`src/design/mpcg_pkg.sv`:
```
`default_nettype none

package mpcg_pkg;

  // Fixed field widths.
  localparam int IO_LANES    = 4;
  localparam int BASE_W      = 32;
  localparam int RATE_W      = 22;
  localparam int RATE_FRAC_W = 16;
  localparam int OFFSET_W    = 16;
  localparam int PHASE_OUT_W = 16;
  localparam int MV_W        = 15;
  localparam int PULSE_W     = 16;

  // Parameter defaults.
  localparam int LANES_DEF       = 4;
  localparam int PULSE_TICKS_DEF = 48;
  localparam int PHASE_BITS_DEF  = 32;

  localparam logic [RATE_W-1:0] RATE_ONE = RATE_W'(65536);

  // Schmitt thresholds in millivolts.
  localparam logic signed [MV_W-1:0] RUN_LO  = MV_W'(0);
  localparam logic signed [MV_W-1:0] RUN_HI  = MV_W'(1000);
  localparam logic signed [MV_W-1:0] RST_LO  = MV_W'(0);
  localparam logic signed [MV_W-1:0] RST_HI  = MV_W'(1000);
  localparam logic signed [MV_W-1:0] SYNC_LO = MV_W'(100);
  localparam logic signed [MV_W-1:0] SYNC_HI = MV_W'(1000);

  // Configuration port.
  localparam int CFG_IDX_W  = 4;
  localparam int CFG_DATA_W = RATE_W;
  localparam logic [CFG_IDX_W-1:0] CFG_RATE_BASE   = CFG_IDX_W'(0);
  localparam logic [CFG_IDX_W-1:0] CFG_OFFSET_BASE = CFG_IDX_W'(IO_LANES);

  // Tick-wide control that every lane needs.
  typedef struct packed {
    logic rst_edge;
    logic run;
  } lane_ctrl_t;

  typedef struct packed {
    logic state;
    logic rise;
  } schmitt_t;

  function automatic schmitt_t schmitt_f(input logic st,
                                         input logic signed [MV_W-1:0] mv,
                                         input logic signed [MV_W-1:0] lo,
                                         input logic signed [MV_W-1:0] hi);
    schmitt_t r;
    r.state = st;
    r.rise  = 1'b0;
    if (st) begin
      if (mv <= lo) r.state = 1'b0;
    end else if (mv >= hi) begin
      r.state = 1'b1;
      r.rise  = 1'b1;
    end
    return r;
  endfunction

endpackage

`default_nettype wire

```
`src/design/mpcg_lane.sv`:
```
`default_nettype none

module mpcg_lane #(
  parameter int PULSE_TICKS = mpcg_pkg::PULSE_TICKS_DEF,
  parameter int PHASE_BITS  = mpcg_pkg::PHASE_BITS_DEF
) (
  input  wire                                     clk_i,
  input  wire                                     rst_ni,
  input  wire                                     rate_we_i,
  input  wire                                     offset_we_i,
  input  wire  [mpcg_pkg::CFG_DATA_W-1:0]         cfg_data_i,
  input  wire                                     s1_load_i,
  input  wire                                     s2_load_i,
  input  mpcg_pkg::lane_ctrl_t                    s1_ctrl_i,
  input  mpcg_pkg::lane_ctrl_t                    s2_ctrl_i,
  input  wire  [mpcg_pkg::BASE_W-1:0]             base_step_i,
  input  wire  signed [mpcg_pkg::MV_W-1:0]        sync_mv_i,
  output logic [mpcg_pkg::PHASE_OUT_W-1:0]        phase_o,
  output logic                                    clock_o
);
  import mpcg_pkg::*;

  localparam int PROD_W = BASE_W + RATE_W;
  localparam int SHIFT  = BASE_W + RATE_FRAC_W - PHASE_BITS;
  localparam int INC_W  = PROD_W - SHIFT;
  localparam int SUM_W  = INC_W + 1;

  logic [RATE_W-1:0]     rate_q;
  logic [OFFSET_W-1:0]   offset_q;
  logic                  sync_high_q;
  logic [INC_W-1:0]      inc_q;
  logic                  sync_edge_q;
  logic [PHASE_BITS-1:0] phase_q, phase_d;
  logic [PULSE_W-1:0]    pulse_q, pulse_d;

  schmitt_t          sync_s;
  logic              sync_upd;
  logic [PROD_W-1:0] prod;
  logic [SUM_W-1:0]  sum;
  logic              trig;
  logic [PULSE_W-1:0] cnt;

  assign sync_s   = schmitt_f(sync_high_q, sync_mv_i, SYNC_LO, SYNC_HI);
  // Sync state only moves on a running tick without a global reset edge.
  assign sync_upd = s1_load_i && !s1_ctrl_i.rst_edge && s1_ctrl_i.run;
  assign prod     = PROD_W'(base_step_i) * PROD_W'(rate_q);

  always_ff @(posedge clk_i or negedge rst_ni) begin
    if (!rst_ni) begin
      rate_q      <= RATE_ONE;
      offset_q    <= '0;
      sync_high_q <= 1'b0;
    end else begin
      if (rate_we_i) rate_q <= cfg_data_i[RATE_W-1:0];
      if (offset_we_i) offset_q <= cfg_data_i[OFFSET_W-1:0];
      if (sync_upd) sync_high_q <= sync_s.state;
    end
  end

  // Stage one: registered step product and sync edge.
  always_ff @(posedge clk_i) begin
    if (s1_load_i) begin
      inc_q       <= prod[PROD_W-1:SHIFT];
      sync_edge_q <= sync_s.rise;
    end
  end

  // Stage two: accumulate, wrap and pulse.
  assign sum = SUM_W'(phase_q) + SUM_W'(inc_q);

  always_comb begin
    phase_d = phase_q;
    trig    = 1'b0;
    if (s2_ctrl_i.rst_edge) begin
      phase_d = '0;
      trig    = 1'b1;
    end else if (s2_ctrl_i.run) begin
      if (sync_edge_q) begin
        phase_d = '0;
        trig    = 1'b1;
      end else begin
        phase_d = sum[PHASE_BITS-1:0];
        trig    = |sum[SUM_W-1:PHASE_BITS];
      end
    end
    cnt     = trig ? PULSE_W'(PULSE_TICKS) : pulse_q;
    pulse_d = (cnt != '0) ? cnt - PULSE_W'(1) : cnt;
  end

  always_ff @(posedge clk_i or negedge rst_ni) begin
    if (!rst_ni) begin
      phase_q <= '0;
      pulse_q <= '0;
    end else if (s2_load_i) begin
      phase_q <= phase_d;
      pulse_q <= pulse_d;
    end
  end

  assign clock_o = |pulse_d;
  assign phase_o = phase_d[PHASE_BITS-1 -: PHASE_OUT_W] + offset_q;

endmodule

`default_nettype wire

```
`config.mk`:
```
export PLATFORM = sky130hd
export DESIGN_NAME = mpcg_lane
export DESIGN_NICKNAME = d
export VERILOG_FILES = /design/src/design/mpcg_pkg.sv /design/src/design/mpcg_lane.sv
export SDC_FILE = /design/constraint.sdc
export NUM_CORES = 2
export LEC_CHECK = 0
export ABC_AREA = 1
export BUFFER_PORTS_ARGS = -buffer_cell sky130_fd_sc_hd__clkbuf_2
export CORE_AREA = 2 2 243 293
export DETAILED_ROUTE_END_ITERATION = 12
export DIE_AREA = 0 0 245 295
export PLACE_DENSITY_LB_ADDON = 0.12
export SLEW_MARGIN = 10
export SYNTH_ARGS = -nofsm -noshare
export SYNTH_HDL_FRONTEND = slang
export SYNTH_SLANG_ARGS = --single-unit
```
`constraint.sdc`:
```
create_clock -name clk_i -period 7.9 [get_ports clk_i]
set_clock_uncertainty 0.15 [all_clocks]
set_input_delay 0.79 -clock clk_i [delete_from_list [all_inputs] [get_ports clk_i]]
set_output_delay 0.79 -clock clk_i [all_outputs]
set_load 0.03 [all_outputs]
```
==> flow_summary.toml <==
[status]
status = "finished clean"

[synth]
synth_area_leaders = "fa_1 39%, inv_1 13%, nand2_1 13%"
synthCells = 3952
async_flop_share = 0.690
ys_ff_latch = 126
seq_area_frac_synth = 0.108
synth_edf_count = 39
yosysUniqueCellTypes = 60
synth_most_common_cell = "inv_1"
synth_top_cell_by_area = "fa_1"
synth-main-ff-cell = "dfrtp_1"
synth_top_area_frac = 0.386
yosys-top-cells-count = "1080 x inv_1, 1050 x nand2_1, 598 x fa_1, 215 x ha_1, 143 x nor2_1"
synth_fp_nets = 4844
syn-cell-area_um2 = 31000
ys_warn_count = 0
avgSynthCellArea_um2 = 7.84

[sta]
max_freq_mhz = 134
min_period_over_period = 0.941
relSlewSlack = 0.359
worst-slew-pin-transition_ns = 0.961
final-setup-viol-count = 0
slew_violations = 0
hold_violations = 0
min_period_ns = 7.44
rsz0062_at_grt = "no"

[clock_tree]
clk_pin_slew_ns = 0.06
cts_resized = 2
cts_buffers = 17
clock-sinks = 126
cts_hold_buf = 0
clockRootBuffer = "clkbuf_16"
clk_path_buf_depth = 2
htreeDepth = 4
post-cts-setup-buffers = 0
cts_tree = "built"
clock_latency_ns = 0.46

[setup_path]
arrival_ns = 7.47
crit_type = "reg2reg"
max_stage_delay_ns = 0.85
cp.required_ns = 7.94
worstSetupEndpointType = "flip-flop"
cp_max_fo = 23
critPathSlowestCell = "dfstp_4"
cp_num_buf_inv = 2
startpoint_type = "flip-flop"
cp_cell_sequence = "buf_4, nand2_1, fa_1, inv_1, fa_1, fa_1, fa_1, fa_1, fa_1, fa_1, ha_1, nand2_1, nor2_1, nand2_1, nor4_2, a21oi_1, o31ai_1, nand3_1, nand2_1, nand3_1, nand2_1, xor2_1"
cp_common_cell = "fa_1"
worst_path_dominant_cell_family = "adder cells"

[route]
wl_per_cell_um = 17.6
antenna_left = 0
wirelength_um = 86100
drtPass1Iterations = 5
vias = 24252
avgViaCountPerCell = 4.95
route.detailed.drc = 0
drtIter0Drc = 1323

[layout]
n_antenna_cell = 0
area_growth_pct = 7.52
drive_above_1_share = 0.0760
final_util = 0.480
nNetsFinal = 4865

[global_routing]
grt_pass1_wl_um = 141000
grt_max_degree = 69
antenna_found_initial = 1
grt_use_total = 0.251
grt_pass1_vias = 25890
grt.overflow.total = 0

[floorplanning]
core-area_um2 = 69400
die_area_um2 = 72300
start_util = 0.447
die_h_um = 295
ios = 96
num_rows = 106
fp.dieW_um = 245

[job]
maxCapViolations = 0

[hold_path]
min_path_type = "in2async"

[placement]
numPortBuffers = 95
gp_congestion = 0.900
hpwl_um = 70600
kinds of logic after synthesis:
group | count (synthesis) | synth area share
and+or+nand+nor | 1334 | 0.173
buffers and inverters | 1249 | 0.152
adders and majority gates | 813 | 0.473
AOI/OAI and AO/OA | 329 | 0.0624
DFF | 126 | 0.108
xor gates and xnor gates | 65 | 0.0184
muxes | 36 | 0.0131
metal layers:
layer | share of wire | wire, um | up-vias | GRT usage
li1 | - | - | 11548 | -
met1 | 0.45 | 39000 | 12082 | 0.343
met3 | 0.041 | 3510 | 76 | 0.0247
met4 | 0.018 | 1530 | 0 | 0.0486
met5 | 0 | 0 | - | 0
met2 | 0.49 | 42000 | 546 | 0.435
placed cells by master (no fill, tap or decap), types with 5 or more instances in the layout:
cell,count
o41ai_1,5
nor3_1,10
nor2_2,13
o21ai_0,90
xnor2_1,15
o21a_1,11
edfxtp_1,39
mux2_2,36
or2_2,8
clkbuf_16,17
inv_1,1080
ha_1,215
nand4_1,5
o211ai_1,7
clkbuf_2,94
nor2_1,143
xor2_1,50
o22ai_1,17
nand3_1,59
nand2_1,1050
a31oi_1,22
a21oi_1,120
nand3_2,8
nand2_2,19
o21ai_1,14
buf_4,58
o21bai_1,10
buf_12,15
dfrtp_1,85
fa_1,598
final timing paths:
| path | from | end | slack, ns | depth (start not counted) |
|---|---|---|---|---|
| max | rate_q[16] | inc_q[31] | 0.46 | 22 |
| min | rst_ni | rate_q[19] | 0.07 | 1 |
| max reg2reg | rate_q[16] | inc_q[31] | 0.46 | 22 |
| min reg2reg | phase_q[13] | phase_q[13] | 0.35 | 2 |
| max in group asynchronous | rst_ni | rate_q[8] | 6.25 | 2 |
| min in group clk_i | phase_q[13] | phase_q[13] | 0.35 | 2 |
metrics by stage:
step | hold slack (ns) | cell area [um^2] | setup slack (ns) | cells | TNS (ns)
floorplan | 0.307 | 31000 | 0.843 | 3952 | 0
global placement | 0.333 | 32700 | -0.230 | 4872 | -0.330
detailed placement | 0.340 | 32700 | -0.253 | 4872 | -0.364
CTS | 0.0662 | 33300 | 0.201 | 4904 | 0
global route | 0.0851 | 33300 | 0.0244 | 4904 | 0
finish | 0.0726 | 33300 | 0.464 | 4904 | 0
registers in the layout (all words and copies together) (netlist names):
register and flops:
phase_q 32, pulse_q 16, sync_high_q 1, sync_edge_q 1, inc_q 38, rate_q 22
offset_q 16
final cells by class:
cell class	count	area, um^2
Timing Repair Buffer	167	1210
Inverter	1084	4070
Fill cell	6972	36100
Multi-Input combinational cell	2577	22900
Tap cell	918	1150
Clock buffer	21	440
Sequential cell	126	3350
Clock inverter	11	165
Power is not shown: default switching activity piles up to over one toggle a cycle in this logic, so the estimate is an artifact.
