===== src/design/mpcg_pkg.sv =====
`default_nettype none

package mpcg_pkg;

  // Fixed field widths.
  localparam int IO_LANES    = 4;
  localparam int BASE_W      = 32;
  localparam int RATE_W      = 22;
  localparam int RATE_FRAC_W = 16;
  localparam int OFFSET_W    = 16;
  localparam int PHASE_OUT_W = 16;
  localparam int MV_W        = 15;
  localparam int PULSE_W     = 16;

  // Parameter defaults.
  localparam int LANES_DEF       = 4;
  localparam int PULSE_TICKS_DEF = 48;
  localparam int PHASE_BITS_DEF  = 32;

  localparam logic [RATE_W-1:0] RATE_ONE = RATE_W'(65536);

  // Schmitt thresholds in millivolts.
  localparam logic signed [MV_W-1:0] RUN_LO  = MV_W'(0);
  localparam logic signed [MV_W-1:0] RUN_HI  = MV_W'(1000);
  localparam logic signed [MV_W-1:0] RST_LO  = MV_W'(0);
  localparam logic signed [MV_W-1:0] RST_HI  = MV_W'(1000);
  localparam logic signed [MV_W-1:0] SYNC_LO = MV_W'(100);
  localparam logic signed [MV_W-1:0] SYNC_HI = MV_W'(1000);

  // Configuration port.
  localparam int CFG_IDX_W  = 4;
  localparam int CFG_DATA_W = RATE_W;
  localparam logic [CFG_IDX_W-1:0] CFG_RATE_BASE   = CFG_IDX_W'(0);
  localparam logic [CFG_IDX_W-1:0] CFG_OFFSET_BASE = CFG_IDX_W'(IO_LANES);

  // Tick-wide control that every lane needs.
  typedef struct packed {
    logic rst_edge;
    logic run;
  } lane_ctrl_t;

  typedef struct packed {
    logic state;
    logic rise;
  } schmitt_t;

  function automatic schmitt_t schmitt_f(input logic st,
                                         input logic signed [MV_W-1:0] mv,
                                         input logic signed [MV_W-1:0] lo,
                                         input logic signed [MV_W-1:0] hi);
    schmitt_t r;
    r.state = st;
    r.rise  = 1'b0;
    if (st) begin
      if (mv <= lo) r.state = 1'b0;
    end else if (mv >= hi) begin
      r.state = 1'b1;
      r.rise  = 1'b1;
    end
    return r;
  endfunction

endpackage

`default_nettype wire


===== src/design/mpcg_merge.sv =====
`default_nettype none

module mpcg_merge #(
  parameter int LANES = mpcg_pkg::LANES_DEF
) (
  input  wire                                clk_i,
  input  wire                                load_i,
  input  wire  [mpcg_pkg::PHASE_OUT_W-1:0]   lane_phase_i [LANES],
  input  wire                                lane_clock_i [LANES],
  output logic [mpcg_pkg::PHASE_OUT_W-1:0]   phase_o [mpcg_pkg::IO_LANES],
  output logic                               clock_o [mpcg_pkg::IO_LANES]
);
  import mpcg_pkg::*;

  logic [PHASE_OUT_W-1:0] phase_d [IO_LANES];
  logic                   clock_d [IO_LANES];

  // Lanes beyond the output count are dropped; missing lanes read as zero.
  for (genvar i = 0; i < IO_LANES; i++) begin : g_sel
    if (i < LANES) begin : g_used
      assign phase_d[i] = lane_phase_i[i];
      assign clock_d[i] = lane_clock_i[i];
    end else begin : g_unused
      assign phase_d[i] = '0;
      assign clock_d[i] = 1'b0;
    end
  end

  always_ff @(posedge clk_i) begin
    if (load_i) begin
      phase_o <= phase_d;
      clock_o <= clock_d;
    end
  end

endmodule

`default_nettype wire


===== config.mk =====
export PLATFORM = sky130hd
export DESIGN_NAME = mpcg_merge
export DESIGN_NICKNAME = d
export VERILOG_FILES = /design/src/design/mpcg_pkg.sv /design/src/design/mpcg_merge.sv
export SDC_FILE = /design/constraint.sdc
export NUM_CORES = 1
export LEC_CHECK = 0
export ABC_AREA = 1
export BUFFER_PORTS_ARGS = -buffer_cell sky130_fd_sc_hd__clkbuf_2
export CORE_MARGIN = 2
export CORE_UTILIZATION = 40
export DETAILED_ROUTE_END_ITERATION = 10
export GPL_TIMING_DRIVEN = 0
export PLACE_DENSITY = 0.77
export SETUP_SLACK_MARGIN = 0.2
export SYNTH_ARGS = -nofsm -noshare
export SYNTH_HDL_FRONTEND = slang
export SYNTH_SLANG_ARGS = --single-unit

===== constraint.sdc =====
create_clock -name clk_i -period 0.8 [get_ports clk_i]
set_clock_uncertainty 0.2 [all_clocks]
set_input_delay 0.12 -clock clk_i [delete_from_list [all_inputs] [get_ports clk_i]]
set_output_delay 0.12 -clock clk_i [all_outputs]
set_load 0.05 [all_outputs]

==> results by group, run 1 <==
Worst setup path
  – Crit path launch type: register
  – CP delay by family, top: flip-flops
  – Slowest stage delay, CP: 0.44 ns
  – Worst path required time: about 0.48 ns
  – CP Buf/Inv Count: 1
  – Worst-path cell with the longest stage delay: edfxtp_1
  – Worst path cell trace: buf_8
  – Critical path class: register to output port
  – Worst Path Max Fanout: 1
  – Crit. End Element: output port
  – Crit path DAT: ~0.94 ns

Finish
  – Layout cell share with drive strength beyond 1: 0.670
  – Layout Area Growth over Synthesis: 76.7%
  – Layout Nets: 287
  – Finished Core Util: 0.720
  – Area of the multi-input gates: 0 µm²
  – Antenna diode count: 0
  – Multi-input gates: 0

Power
  – Leak Pwr: ~0.0015 µW
  – PD cells: 2350 mW/mm²
  – VDD IR max: ~0.0019 V
  – Comb pwr share: 0.226
  – Power share of the sequential group: 0.515
  – Switch share: 0.289
  – Clock network fraction of total power: 0.259
  – Sw Pwr: ~2500 µW
  – P_int: 6040 µW

Logic synthesis
  – Synth Area in XOR/XNOR: 0
  – Synth area leaders: edfxtp_1 (100%)
  – Syn nets: 138
  – Sequential-to-total area share from yosys stat: 1.00
  – Synth Area in Simple Gates: 0
  – Synth warnings: 0
  – Synthesized area per cell: 30.0 µm²
  – Top cell type's share of synthesized area: 1.00
  – Post-synthesis compound-gate area fraction: 0
  – Post-synthesis register bit count: 68
  – Adder-Cell Fraction of Synth Area: 0
  – Leading area contributor after synthesis: edfxtp_1
  – Netlist cell types: 1
  – Mux cell area share after synthesis: 0
  – Mapped Cells: between 60 and 70
  – Mapped cell area: between 0.002 and 0.0025 mm²

Floorplanning
  – Num ports: 138
  – Die width: 75.5 µm
  – Die Y: approximately 75 µm
  – Die ar.: about 0.0057 mm²
  – Core region area: 0.00501 mm²
  – Cell Rows: 26
  – Initial Util: 0.408

Clocking
  – CTS tree: done
  – Max Buffers Root-to-Sink: 2
  – CTS clk-pin slew, worst paths: 0.07 ns
  – CTS Buf Count: 9
  – H-tree levels: 3
  – Clock root buffer: clkbuf_8
  – Clock sinks: between 60 and 70

Run
  – Max cap viols: 0

Routing
  – 1st-iter DRT viols: 55
  – Final ANT Viol Nets: 0
  – DRT Wirelength: approximately 4.6 mm
  – Drt pass-1 iters: 4
  – Vias: between 1,000 and 1,500
  – Residual DRC count: 0
  – Via density: 4.32
  – Wire per inst: roughly 16 µm

Global route
  – Grt total ovfl: 0
  – Number of global-route vias before repair: 1,299
  – First-pass GRT wire length: 6.02 mm
  – Pin count of the biggest net entering global routing: 35
  – Initial antenna violation count: 0
  – All-Layer GR Usage: 0.156

Timing
  – RSZ-0062 raised after global routing: yes
  – Worst hold slack: -0.237 ns
  – Final worst slack: -0.462 ns
  – Setup TNS: -28.27 ns
  – Worst slew pin tran: 0.255 ns
  – Final critical-path share of the clock period: 1.58
  – Setup Viol. Count Final: 68
  – Pins Over Slew Limit: 0
  – Maximum clock rate: ~800 MHz
  – Max_slew headroom: 0.830
  – Count of final hold-check violations: 136
  – Fin crit period: 1.26 ns

Placement
  – Port buffer count: between 100 and 150
  – Gpl congestion: 0.692

Hold path
  – Hold Crit Class: input port to register

Status
  – Status: finished, violations left
  – Violated checks: hold timing, setup timing
[Yosys cell counts]
library cell  number
edfxtp_1          68
[final timing paths]
check	start	end	slack (ns)	depth (start not counted)
setup / recovery	phase_o[0]	phase_o[0]	-0.46	1
hold / removal	lane_phase_i[58]	phase_o[58]	-0.24	1
[cell families after synthesis]
kind of cell  after synthesis
flip-flops                 68
[routing by layer]
layer / global-route usage / vias to the layer above / wire (µm)
met2: 0.271 / 76 / 2490
met4: 0.0994 / 0 / 99
met5: 0 / - / 0
met1: 0.155 / 598 / 1540
li1: - / 574 / -
met3: 0.0622 / 10 / 441
[layout by cell type, fill, tap and decap left out]
master / instances
clkbuf_1: 1
buf_8: 13
clkbuf_2: 68
clkinv_1: 4
clkbuf_16: 1
edfxtp_1: 68
clkinv_2: 1
clkbuf_8: 65
[metrics by stage]
stage | setup slack [ns] | std cells | area [µm²] | hold WS [ns] | power (µW)
CTS | -0.454 | 291 | 3590 | -0.252 | 8480
global route | -0.481 | 291 | 3610 | -0.251 | 8760
global placement | -1.05 | 275 | 2820 | 0.0963 | 5820
finish | -0.462 | 291 | 3610 | -0.237 | 8490
detailed placement | -0.632 | 275 | 2820 | 0.0986 | 5850
floorplan | -0.121 | 68 | 2040 | 0.0189 | 5380
[power groups by stage]
stage               Combinational (µW)  Sequential [µW]  Clock [µW]
finish                            1920             4370        2200
detailed placement                1460             4390           0
global route                      1980             4390        2390
floorplan                            0             5380           0
CTS                               1890             4350        2240
global placement                  1440             4370           0
[cell type report]
cell class / count / area, µm²
Clock buffer: 10 / 128
Clock inverter: 5 / 20.0
Fill cell: 321 / 1400
Sequential cell: 68 / 2040
Tap cell: 70 / 87.6
Timing Repair Buffer: 138 / 1330
[sequential cells by signal, summed over array words and instances, names as in the netlist]
register  flops
phase_o      64
clock_o       4
[timing repair]
action,CTS,global route
cloned,1,0
endpoints found under the hold margin,102,136
setup endpoints to repair,136,102
buffers inserted,0,0
gates resized for setup,138,13
Note: power is estimated with default switching activity, not from simulation.
==> inputs of run 2 (changes only) <==
--- a/config.mk
+++ b/config.mk
@@ -10,7 +10,7 @@
 export CORE_MARGIN = 2
 export CORE_UTILIZATION = 40
 export DETAILED_ROUTE_END_ITERATION = 10
-export GPL_TIMING_DRIVEN = 0
+export GPL_ROUTABILITY_DRIVEN = 0
 export PLACE_DENSITY = 0.77
 export SETUP_SLACK_MARGIN = 0.2
 export SYNTH_ARGS = -nofsm -noshare
==> run 2 against run 1 <==
The flow still finishes with violations (hold timing, setup timing). Clock power rose by 36%. Largest power group unchanged. Largest cell class unchanged. Core utilization rose by 4.1 points. Cell count rose by 2.4%.
==> results by group, run 2 (same netlist as run 1, synthesis figures left out) <==
Finish
  – Biggest register: phase_o (unchanged)
  – Final Non-Filler Cells: 298 (was 291)
  – Fill cells: 297 (was 321)
  – Layout cell share with drive strength beyond 1: 0.702 (was 0.670)
  – Regs by FF count: phase_o: 64 flops, clock_o: 4 flops (unchanged)
  – Area of the multi-input gates: 0 µm² (unchanged)
  – Multi-input gates: 0 (unchanged)
  – Layout Area Growth over Synthesis: 86.8% (was 76.7%)
  – Layout Nets: 293 (was 287)
  – Max FFs per register: 64 (unchanged)
  – Commonest cells after routing, fill and taps aside: edfxtp_1 (68), clkbuf_2 (68), clkbuf_8 (62) (was edfxtp_1 (68), clkbuf_2 (68), clkbuf_8 (65))
  – Antenna diode count: 0 (unchanged)

Worst setup path
  – Crit. End Element: output port (unchanged)
  – Critical path class: register to output port (unchanged)
  – Slowest stage delay, CP: 0.43 ns (was 0.44 ns)
  – Crit. Startpoint: phase_o[16] (was phase_o[0])
  – Worst path cell trace: clkbuf_8 (was buf_8)
  – Worst path required time: 0.48 ns (about the same)
  – Crit path DAT: 0.95 ns (was 0.94 ns)
  – CP Buf/Inv Count: 1 (unchanged)
  – Crit path launch type: register (unchanged)
  – CP delay by family, top: flip-flops (unchanged)
  – Worst Path Max Fanout: 1 (unchanged)
  – Worst-path cell with the longest stage delay: edfxtp_1 (unchanged)

Timing
  – Worst hold slack: -0.238 ns (was -0.237 ns)
  – Worst slew pin tran: 0.129 ns (was 0.255 ns)
  – Maximum clock rate: 789 MHz (was 792 MHz)
  – Pins Over Slew Limit: 0 (unchanged)
  – Setup TNS: -28.20 ns (was -28.27 ns)
  – Final critical-path share of the clock period: 1.58 (about the same)
  – Fin crit period: 1.27 ns (was 1.26 ns)
  – Count of final hold-check violations: 80 (was 136)
  – RSZ-0062 raised after global routing: yes (unchanged)
  – Max_slew headroom: 0.914 (was 0.830)
  – Final worst slack: -0.468 ns (was -0.462 ns)
  – Setup Viol. Count Final: 68 (unchanged)

Floorplanning
  – Core region area: 0.00501 mm² (unchanged)
  – Die ar.: 0.00569 mm² (unchanged)
  – Die Y: 75.5 µm (unchanged)
  – Die width: 75.5 µm (unchanged)
  – Num ports: 138 (unchanged)
  – Cell Rows: 26 (unchanged)
  – Initial Util: 0.408 (unchanged)

Global route
  – All-Layer GR Usage: 0.164 (was 0.156)
  – Number of global-route vias before repair: 1,303 (was 1,299)
  – First-pass GRT wire length: 6.30 mm (was 6.02 mm)
  – Grt total ovfl: 0 (unchanged)
  – Pin count of the biggest net entering global routing: 17 (was 35)
  – Initial antenna violation count: 0 (unchanged)

Clocking
  – Max Buffers Root-to-Sink: 2 (unchanged)
  – CTS Buf Count: 9 (unchanged)
  – CTS tree: done (unchanged)
  – Clock root buffer: clkbuf_8 (unchanged)
  – Clock sinks: 68 (unchanged)
  – H-tree levels: 3 (unchanged)
  – CTS clk-pin slew, worst paths: 0.08 ns (was 0.07 ns)

Routing
  – Vias: 1,279 (was 1,258)
  – DRT Wirelength: 5.03 mm (was 4.58 mm)
  – Drt pass-1 iters: 4 (unchanged)
  – Residual DRC count: 0 (unchanged)
  – Final ANT Viol Nets: 0 (unchanged)
  – Via density: 4.29 (was 4.32)
  – 1st-iter DRT viols: 67 (was 55)
  – Wire per inst: 16.9 µm (was 15.7 µm)

Status
  – Violated checks: hold timing, setup timing (unchanged)
  – Status: finished, violations left (unchanged)

Run
  – Max cap viols: 0 (unchanged)

Placement
  – Port buffer count: 137 (unchanged)
  – Dpl hpwl: between 2 and 3 mm
  – Post-Place Cells: 278 (was 275)

Hold path
  – Hold depth: 1 (unchanged)
  – Hold Startpoint: lane_phase_i[26] (was lane_phase_i[58])
  – Min-Delay Endpoint: phase_o[26] (was phase_o[58])
  – Hold Crit Class: input port to register (unchanged)

Power
  – Leak Pwr: 0.00163 µW (was 0.00154 µW)
  – VDD IR max: 0.00205 V (was 0.00188 V)
  – PD cells: 2460 mW/mm² (was 2350 mW/mm²)
[run 2: where the power goes]
| part | switching, µW | internal [µW] | leakage, µW |
|---|---|---|---|
| registers | 135 | 4240 | 0.000666 |
| clock network | 1260 | 1740 | 0.000109 |
| logic | 1220 | 807 | 0.000858 |
| total | 2610 | 6790 | 0.00163 |
[run 2: how the worst max path moves through the flow]
| stage | end | slack [ns] | cells past startpoint |
|---|---|---|---|
| finish | phase_o[16] | -0.47 | 1 |
| global route | phase_o[16] | -0.50 | 1 |
| CTS | phase_o[6] | -0.45 | 1 |
| detailed placement | phase_o[18] | -0.21 | 2 |
| global placement | phase_o[48] | -0.20 | 2 |
| floorplan | clock_o[0] | -0.12 | 0 |
[run 2: layout make-up]
type	count	area, µm²	share of cell area
sequential	68	2040	0.535
timing repair buffer	144	1470	0.385
clock buffer	9	124	0.0325
clock inverter	7	91.3	0.0239
tap	70	87.6	0.0230
[run 2: what timing repair did]
action | 4_1_cts | 5_1_grt
endpoints found under the hold margin | 70 | 93
gates cloned | 3 | 1
setup buffers | 0 | 0
setup endpoints to repair | 133 | 69
resized for setup | 142 | 16
[run 2: per-layer routing]
| layer | vias to the layer above | track usage | routed length, µm |
|---|---|---|---|
| li1 | 589 | - | - |
| met1 | 605 | 0.168 | 1730 |
| met2 | 79 | 0.287 | 2800 |
| met3 | 6 | 0.0622 | 428 |
| met4 | 0 | 0.0897 | 74 |
| met5 | - | 0 | 0 |
[run 2: per-stage QoR]
step           total power, µW   util  hold WS [ns]  setup WS (ns)  cell area [µm²]
2_1_floorplan             5380      -        0.0189         -0.121             2040
3_3_place_gp              5840  0.571        0.0965         -0.199             2860
3_5_place_dp              5870  0.571        0.0986         -0.210             2860
4_1_cts                   9350  0.752        -0.250         -0.449             3770
5_1_grt                   9680  0.761        -0.257         -0.498             3810
6_report                  9400  0.761        -0.238         -0.468             3810
==> inputs of run 3 (changes only) <==
--- a/config.mk
+++ b/config.mk
@@ -11,7 +11,7 @@
 export CORE_UTILIZATION = 40
 export DETAILED_ROUTE_END_ITERATION = 10
 export GPL_ROUTABILITY_DRIVEN = 0
-export PLACE_DENSITY = 0.77
+export PLACE_DENSITY = 0.87
 export SETUP_SLACK_MARGIN = 0.2
 export SYNTH_ARGS = -nofsm -noshare
 export SYNTH_HDL_FRONTEND = slang
==> run 3 against run 2 <==
The flow still finishes with violations (hold timing, setup timing). Clock power fell by 24%. Cell area fell by 0.46%. Worst setup slack improved by 0.018 ns. Sequential share of layout area rose by 0.25 points. Global-route usage rose by 1.2 points. Cell count rose by 0.34%. Critical path type unchanged. Highest routed layer unchanged.
==> results by group, run 3 (same netlist as run 1, synthesis figures left out) <==
Status
  – Status: finished, violations left (unchanged)
  – Violated checks: hold timing, setup timing (unchanged)

Timing
  – Final critical-path share of the clock period: 1.56 (was 1.58)
  – Fin crit period: 1.25 ns (was 1.27 ns)
  – Maximum clock rate: 800 MHz (was 789 MHz)
  – Max_slew headroom: 0.914 (about the same)
  – Final worst slack: -0.450 ns (was -0.468 ns)
  – Setup Viol. Count Final: 68 (unchanged)
  – Worst slew pin tran: 0.129 ns (about the same)
  – RSZ-0062 raised after global routing: yes (unchanged)
  – Pins Over Slew Limit: 0 (unchanged)
  – Worst hold slack: -0.243 ns (was -0.238 ns)
  – Count of final hold-check violations: 68 (was 80)
  – Setup TNS: -28.60 ns (was -28.20 ns)

Power
  – VDD IR max: 0.00165 V (was 0.00205 V)
  – Power Total: 8700 µW (was 9400 µW)
  – PD cells: 2290 mW/mm² (was 2460 mW/mm²)
  – Leak Pwr: 0.00162 µW (was 0.00163 µW)

Placement
  – Post-Place Cells: 277 (was 278)
  – Port buffer count: 137 (unchanged)

Worst setup path
  – CP Buf/Inv Count: 1 (unchanged)
  – Worst path cell trace: buf_8 (was clkbuf_8)
  – Worst-path cell with the longest stage delay: edfxtp_1 (unchanged)
  – Slowest stage delay, CP: 0.43 ns (about the same)
  – CP delay by family, top: flip-flops (unchanged)
  – Crit. End Element: output port (unchanged)
  – Crit path launch type: register (unchanged)
  – Worst path required time: 0.48 ns (about the same)
  – Crit path DAT: 0.93 ns (was 0.95 ns)
  – Critical path class: register to output port (unchanged)
  – Worst Path Max Fanout: 1 (unchanged)

Routing
  – DRT Wirelength: 5.15 mm (was 5.03 mm)
  – Final ANT Viol Nets: 0 (unchanged)
  – Residual DRC count: 0 (unchanged)
  – Vias: 1,329 (was 1,279)
  – Via density: 4.44 (was 4.29)
  – 1st-iter DRT viols: 40 (was 67)
  – Wire per inst: 17.2 µm (was 16.9 µm)
  – Drt pass-1 iters: 4 (unchanged)

Floorplanning
  – Cell Rows: 26 (unchanged)
  – Die ar.: 0.00569 mm² (unchanged)
  – Num ports: 138 (unchanged)
  – Die width: 75.5 µm (unchanged)
  – Core region area: 0.00501 mm² (unchanged)
  – Die Y: 75.5 µm (unchanged)
  – Initial Util: 0.408 (unchanged)

Finish
  – Commonest cells after routing, fill and taps aside: edfxtp_1 (68), clkbuf_2 (68), clkbuf_8 (60) (was edfxtp_1 (68), clkbuf_2 (68), clkbuf_8 (62))
  – Finished Core Util: 0.758 (was 0.761)
  – Final Non-Filler Cells: 299 (was 298)
  – Biggest register: phase_o (unchanged)
  – Layout Area Growth over Synthesis: 86.0% (was 86.8%)
  – Antenna diode count: 0 (unchanged)
  – Layout Nets: 294 (was 293)
  – Multi-input gates: 0 (unchanged)
  – Fill cells: 305 (was 297)
  – Area of the multi-input gates: 0 µm² (unchanged)
  – Max FFs per register: 64 (unchanged)
  – Regs by FF count: phase_o: 64 flops, clock_o: 4 flops (unchanged)
  – Layout cell share with drive strength beyond 1: 0.677 (was 0.702)

Clocking
  – CTS Buf Count: 9 (unchanged)
  – Setup Fix Bufs, Post-CTS: 0 (unchanged)
  – H-tree levels: 3 (unchanged)
  – Max Buffers Root-to-Sink: 2 (unchanged)
  – Clock root buffer: clkbuf_8 (unchanged)
  – Clock sinks: 68 (unchanged)
  – CTS tree: done (unchanged)
  – CTS clk-pin slew, worst paths: 0.07 ns (was 0.08 ns)

Global route
  – Met2 Track Usage GR: 0.322 (was 0.287)
  – Met3 Use GR: 0.0675 (was 0.0622)
  – Initial antenna violation count: 0 (unchanged)
  – All-Layer GR Usage: 0.175 (was 0.164)
  – Grt total ovfl: 0 (unchanged)
  – First-pass GRT wire length: 6.67 mm (was 6.30 mm)
  – Grt peak-use layer: met2 (unchanged)
  – Number of global-route vias before repair: 1,378 (was 1,303)
  – M1 GR Usage: 0.161 (was 0.168)
  – Pin count of the biggest net entering global routing: 19 (was 17)

Run
  – Max cap viols: 0 (unchanged)

Hold path
  – Hold Crit Class: input port to register (unchanged)
[run 3: report_power, final]
group	switching [µW]	leakage (µW)	total [µW]	internal, µW
clock network	1180	0.0000769	2270	1090
registers	139	0.000666	4380	4240
logic	1220	0.000879	2050	830
[run 3: metrics by stage]
stage               instance area, µm²  setup slack (ns)
finish                            3800            -0.450
global placement                  2860            -0.200
detailed placement                2860            -0.223
CTS                               3740            -0.459
floorplan                         2040            -0.121
global route                      3800            -0.485
[run 3: path summary, 6_finish.rpt]
| kind | slack [ns] | end | cells after the start | start |
|---|---|---|---|---|
| worst max-delay path | -0.45 | phase_o[52] | 1 | phase_o[52] |
| worst min-delay path | -0.24 | phase_o[47] | 1 | lane_phase_i[47] |
[run 3: cell type report]
class	instances	area, µm²	share of cell area
Clock inverter	4	16.3	0.00428
Clock buffer	12	135	0.0356
Tap cell	70	87.6	0.0231
Sequential cell	68	2040	0.538
Timing Repair Buffer	145	1520	0.399
[run 3: repair_timing]
item / in CTS / in global routing
endpoints found under the setup margin: 136 / 86
resized for setup: 144 / 17
cloned: 4 / 2
endpoints found under the hold margin: 68 / 68
[run 3: metal layers]
| layer | share of wire | vias to the layer above |
|---|---|---|
| met3 | 0.067 | 11 |
| met2 | 0.59 | 74 |
| li1 | - | 593 |
| met1 | 0.32 | 651 |
| met4 | 0.019 | 0 |
| met5 | 0 | - |
